$ cat src/circular_free_page_pool_macros.svh
// Assertion macros used by the circular free page pool datapath
`ifndef CIRCULAR_FREE_PAGE_POOL_MACROS_SVH
`define CIRCULAR_FREE_PAGE_POOL_MACROS_SVH

// Same-cycle implication, sampled on clk, off while rst_n is low
`define CFP_ASSERT_NOW(label, ante, cons, msg) \
  label: assert property (@(posedge clk) disable iff (!rst_n) (ante) |-> (cons)) \
    else $error(msg);

// Next-cycle implication, sampled on clk, off while rst_n is low
`define CFP_ASSERT_NEXT(label, ante, cons, msg) \
  label: assert property (@(posedge clk) disable iff (!rst_n) (ante) |=> (cons)) \
    else $error(msg);

`endif

$ cat src/cfp_pkg.sv
// Shared constants, codes and controller/datapath interface types
package cfp_pkg;

  localparam int RING_DEPTH_DEF = 4096;
  localparam int PAGE_BYTES     = 4096;
  localparam int MAX_BATCH      = 64;

  localparam int POOL_W  = 16;
  localparam int COUNT_W = 7;
  localparam int PAGE_W  = 32;
  localparam int FREE_W  = 13;

  localparam logic CFG_POOL_PAGES = 1'b0;
  localparam logic CFG_GUARD_MODE = 1'b1;

  typedef enum logic [1:0] {
    MODE_INIT    = 2'd0,
    MODE_GRAB    = 2'd1,
    MODE_RELEASE = 2'd2,
    MODE_BATCH   = 2'd3
  } mode_t;

  typedef enum logic [1:0] {
    ST_OK     = 2'd0,
    ST_EMPTY  = 2'd1,
    ST_REJECT = 2'd2
  } status_t;

  typedef struct packed {
    logic    accept;
    logic    init_step;
    logic    init_done;
    logic    grab_load;
    logic    pop;
    logic    batch_upd;
    logic    mod_start;
    logic    mod_step;
    logic    push;
    logic    emit;
    status_t emit_status;
    logic    emit_last;
  } ctrl_cmd_t;

  typedef struct packed {
    mode_t mode;
    logic  cap_zero;
    logic  free_zero;
    logic  full;
    logic  grab_zero;
    logic  batch_zero;
    logic  drop_eff;
    logic  init_last;
    logic  grab_last;
    logic  mod_done;
  } dp_stat_t;

endpackage

$ cat src/cfp_ctrl.sv
// Controller state machine sequencing init, grab, release and batch transactions
module cfp_ctrl
  import cfp_pkg::*;
(
  input  logic      clk,
  input  logic      rst_n,
  input  logic      start,
  output logic      busy,
  input  dp_stat_t  stat,
  output ctrl_cmd_t cmd
);

  typedef enum logic [2:0] {
    S_IDLE,
    S_DISPATCH,
    S_INIT,
    S_GRAB,
    S_MOD
  } state_t;

  state_t state_r, state_nxt;
  logic   busy_r;

  always_comb begin
    cmd             = '0;
    cmd.emit_status = ST_OK;
    cmd.emit_last   = 1'b1;
    state_nxt       = state_r;
    unique case (state_r)
      S_IDLE: begin
        if (start) begin
          cmd.accept = 1'b1;
          state_nxt  = S_DISPATCH;
        end
      end
      S_DISPATCH: begin
        unique case (stat.mode)
          MODE_INIT: begin
            if (stat.cap_zero) begin
              cmd.init_done = 1'b1;
              cmd.emit      = 1'b1;
              state_nxt     = S_IDLE;
            end else begin
              state_nxt = S_INIT;
            end
          end
          MODE_GRAB: begin
            if (stat.free_zero || stat.cap_zero) begin
              cmd.emit        = 1'b1;
              cmd.emit_status = ST_EMPTY;
              state_nxt       = S_IDLE;
            end else if (stat.grab_zero) begin
              cmd.emit  = 1'b1;
              state_nxt = S_IDLE;
            end else begin
              cmd.grab_load = 1'b1;
              state_nxt     = S_GRAB;
            end
          end
          MODE_RELEASE: begin
            if (stat.full) begin
              cmd.emit        = 1'b1;
              cmd.emit_status = ST_REJECT;
              state_nxt       = S_IDLE;
            end else begin
              cmd.mod_start = 1'b1;
              state_nxt     = S_MOD;
            end
          end
          MODE_BATCH: begin
            cmd.batch_upd = 1'b1;
            if (stat.batch_zero) begin
              cmd.emit  = 1'b1;
              state_nxt = S_IDLE;
            end else if (stat.drop_eff || stat.full) begin
              cmd.emit        = 1'b1;
              cmd.emit_status = ST_REJECT;
              state_nxt       = S_IDLE;
            end else begin
              cmd.mod_start = 1'b1;
              state_nxt     = S_MOD;
            end
          end
          default: state_nxt = S_IDLE;
        endcase
      end
      S_INIT: begin
        cmd.init_step = 1'b1;
        if (stat.init_last) begin
          cmd.init_done = 1'b1;
          cmd.emit      = 1'b1;
          state_nxt     = S_IDLE;
        end
      end
      S_GRAB: begin
        cmd.pop       = 1'b1;
        cmd.emit      = 1'b1;
        cmd.emit_last = stat.grab_last;
        if (stat.grab_last) begin
          state_nxt = S_IDLE;
        end
      end
      S_MOD: begin
        if (stat.mod_done) begin
          cmd.push  = 1'b1;
          cmd.emit  = 1'b1;
          state_nxt = S_IDLE;
        end else begin
          cmd.mod_step = 1'b1;
        end
      end
      default: state_nxt = S_IDLE;
    endcase
  end

  always_ff @(posedge clk) begin
    if (!rst_n) begin
      state_r <= S_IDLE;
      busy_r  <= 1'b0;
    end else begin
      state_r <= state_nxt;
      busy_r  <= (state_nxt != S_IDLE);
    end
  end

  assign busy = busy_r;

endmodule

$ cat config.mk
export PLATFORM = sky130hd
export DESIGN_NAME = cfp_ctrl
export DESIGN_NICKNAME = d
export VERILOG_FILES = /design/src/circular_free_page_pool_macros.svh /design/src/cfp_pkg.sv /design/src/cfp_ctrl.sv
export SDC_FILE = /design/constraint.sdc
export NUM_CORES = 1
export LEC_CHECK = 0
export BUFFER_PORTS_ARGS = -buffer_cell sky130_fd_sc_hd__buf_2
export CORE_AREA = 2 2 39 41
export DETAILED_ROUTE_END_ITERATION = 10
export DIE_AREA = 0 0 41 43
export PLACE_DENSITY_LB_ADDON = 0.12
export SYNTH_ARGS = -nofsm -noshare
export SYNTH_HDL_FRONTEND = slang
export SYNTH_SLANG_ARGS = --single-unit
$ cat constraint.sdc
create_clock -name clk -period 1.56 [get_ports clk]
set_input_delay 0.39 -clock clk [delete_from_list [all_inputs] [get_ports clk]]
set_output_delay 0.39 -clock clk [all_outputs]
set_load 0.01 [all_outputs]
# Yosys cells after proc, flatten, opt, wreduce, memory -nomap -nowiden
# Index checks and enable logic that the tools add are counted.
# totals
reg_bits,4
input_bits,14
out_inout_bits,14
word_cells,59
# classes
eq_ne,7
mux,45
reduce_logical,5
# op_table
op,count
2-to-1 mux 3 bit,10
2-to-1 mux 1 bit,21
one-hot mux 3 bit (5 select lines),1
2-to-1 mux 2 bit,7
one-hot mux 3 bit (4 select lines),1
one-hot mux 1 bit (4 select lines),2
== test 3 x 2 -> 1 bit (second input constant),2
one-hot mux 2 bit (3 select lines),1
== test 2 bit (second input constant),2
one-hot mux 1 bit (2 select lines),2
== test 3 x 1 -> 1 bit (second input constant),1
== test 3 bit (second input constant),1
logical NOT 3 bit,1
nonzero test 3 bit,1
== test 2 x 1 -> 1 bit (second input constant),1
logical NOT 2 bit,1
logical OR 1 bit,2

# Logic depth before layout (Yosys ltp)
# depth
word_depth,6
ltp_mapped,5
ltp_nobuf,4

# Worst setup path before layout
# No wires, ideal clock.
# synth_path
kind,reg-to-output
startpoint,register state_r[1]
endpoint,output cmd[3] (netlist bit)
t_arrival_ns,1.168
required_ns,1.170
path_slack_ns,0.002
path_stages_with_launch,5
n_path_buf,0
path_cell_list,dfxtp_1 > nor3b_1 > nand2_1 > nand2_1 > a211o_1
# synth_lines
item,line,text
start: declaration,cfp_ctrl.sv:21,"state_t state_r, state_nxt;"
start signal: assignment,cfp_ctrl.sv:121,state_r <= state_nxt;
end: declaration,cfp_ctrl.sv:10,output ctrl_cmd_t cmd

==> run metrics <==
outcome finished, violations left; violations in the final reports negative setup slack; router iterations before antenna repair 3; Seq pwr share 29.6%; PwrDens 453 nW/um2; Slew Limit Headroom 82.4%; crit start category flop; Final Hold Vio Count 0; Ant. Diodes 0; crit-path max FO 4; combinational share of power 35.5%; WHS 0.394 ns; Max Cap Viol 0; CTS root buf clkbuf_4; Ys Warns 0; most common cell after layout, fill and taps aside buf_2; initial antenna violation count 0; worst setup path class reg -> out; cell area after synthesis 363 um2; Leak Pwr ~0.00044 uW; Initial Util 26.2%; Max VDD drop roughly 0.00018 V; final wirelength 1.23 mm; Die Height approximately 43 um; DRC 0; hold crit path type in -> reg; Synth top area share 22.1%; Fin Clk Skew 0.00122 ns; clock network power share about a third; vias in the first global route 524; clock latency at the later pin of the worst-skew pair 0.23 ns; Data arrival, critical path 1.37 ns; NetSw 103 uW; cts hold-fix bufs 0; most frequent cells in the layout 24 x buf_2, 15 x buf_4, 10 x buf_6, 6 x nand2_1, 5 x nor2_1; Die X 41 um; Synth Net Count 61; DP HPWL 869 um; CTS sink cnt 4; first-pass GRT wire length between 1.5 and 2 mm; Layout area overhead 122%; I/O pins 28; Post-DRT Antenna Nets 0; top area cells in the synthesized netlist dfxtp_1 22%, nor2_1 8.3%, nand2_1 6.2%; die area 1760 um2; routed vias/inst 4.84; # rows 14; drt wl/cell ~11 um; RSZ-0062 raised after global routing true; htree depth 1; synthesized flop and latch total 4; maximum achievable frequency 568 MHz; RePlAce Congestion around 0.63; setup violators final 9; fin crit period between 1.5 and 2 ns; Critical Path End Type output pin; clock-pin transition on the worst setup and hold timing paths roughly 0.040 ns; area leader, netlist dfxtp_1; Num CTS Buffers 3; layout cells sized above 1 66.3%; Mapped Cells 47; Final Slew Violations 0; First DRT Iteration DRCs 5; vias 552; Pwr Total 365 uW; Critical Path RT 1.17 ns; Net Sw Frac about 28%; IO Port Bufs 27; final worst setup slack -0.201 ns; sequential fraction of the synthesis area about 22%; Clock Tree Buf Depth 2; CORE AREA 1380 um2; internal power 262 uW; fin nets 114; TritonCTS clock tree done; total grt overflow 0; Total GRT Usage ~16%; Syn Area/Cell a little under 8 um2; largest net degree at the start of global routing 8; Tcrit/Tclk final 113%; Worst-Margin Slew around 0.26 ns; Yosys cell types 22
==> sequential cells by signal, indices dropped and copies added, names as in the netlist <==
signal and flops:
busy 1, state_r 3
==> routing by layer <==
layer	global-route usage (%)	share of wire, %	vias up
li1	-	-	278
met3	1.57	5.4	2
met2	26.6	53	19
met1	19.6	41	253
met5	0	0	-
met4	8.00	0.89	0
==> cells by family (layout without fill, tap and decap cells) <==
family / count (synthesis) / after routing / share of synthesized area [%]
DFF: 4 / 4 / 22.1
muxes: 1 / 1 / 2.76
and+or+nand+nor: 27 / 27 / 49.7
AOI/OAI and AO/OA: 10 / 10 / 18.3
buffers and inverters: 5 / 56 / 7.24
==> what timing repair did <==
item                       4_1_cts  5_1_grt
setup buffers                    6        5
pin swaps                        4        4
resized for setup               14       13
setup endpoints to repair       10       13
==> critical path, stage by stage (launching register included) <==
cell and delay (ns):
dfxtp_4 0.35, nor3b_4 0.29, buf_6 0.15, buf_6 0.08, and3_4 0.17, buf_6 0.09
==> Yosys cell counts <==
| master | n |
|---|---|
| nor3b_4 | 1 |
| dfxtp_1 | 4 |
| nand4b_1 | 1 |
| and4b_1 | 1 |
| a21o_1 | 1 |
| nor3b_1 | 2 |
| nand3b_2 | 1 |
| o311a_1 | 1 |
| nor4b_1 | 1 |
| nor2_1 | 8 |
| a211o_1 | 1 |
| inv_1 | 4 |
| o21ai_0 | 3 |
| nand3b_1 | 2 |
| mux2i_1 | 1 |
| a32oi_1 | 1 |
| nor4_4 | 1 |
| and3_1 | 3 |
| a21oi_1 | 2 |
| nand2_1 | 6 |
| buf_6 | 1 |
| a31oi_1 | 1 |
==> worst paths after layout <==
path | from | end | slack (ns) | cells past startpoint
worst max-delay path | state_r[1] | cmd[7] | -0.20 | 5
worst max register to register | state_r[1] | state_r[0] | 0.11 | 7
worst min-delay path | rst_n | state_r[0] | 0.39 | 2
worst min register to register | state_r[2] | state_r[1] | 0.73 | 4
==> through the flow <==
| step | worst slack [ns] | TNS, ns | cells | area (um2) | utilization [%] |
|---|---|---|---|---|---|
| final | -0.201 | -1.29 | 114 | 805 | 58.1 |
| after global placement | -0.120 | -0.143 | 100 | 589 | 42.6 |
| after detailed placement | -0.110 | -0.125 | 100 | 589 | 42.6 |
| after global routing | -0.250 | -1.87 | 114 | 805 | 58.1 |
| after CTS | -0.225 | -1.42 | 109 | 713 | 51.5 |
| after floorplan | 0.00214 | 0 | 47 | 363 | - |
==> power groups by stage <==
stage | clock network, uW | logic [uW] | registers (uW)
floorplan | 0 | 42.4 | 113
global placement | 0 | 101 | 112
detailed placement | 0 | 101 | 112
CTS | 132 | 116 | 108
global route | 139 | 142 | 108
finish | 127 | 129 | 108
==> cell type report <==
class,count,area [um2]
multi-input cells,38,313
repair buffers,49,345
inverters,4,15.0
fillers,126,579
flip-flops and latches,4,88.8
well taps,16,20.0
clock buffers,3,22.5
Power figures use the tool's default switching activity.
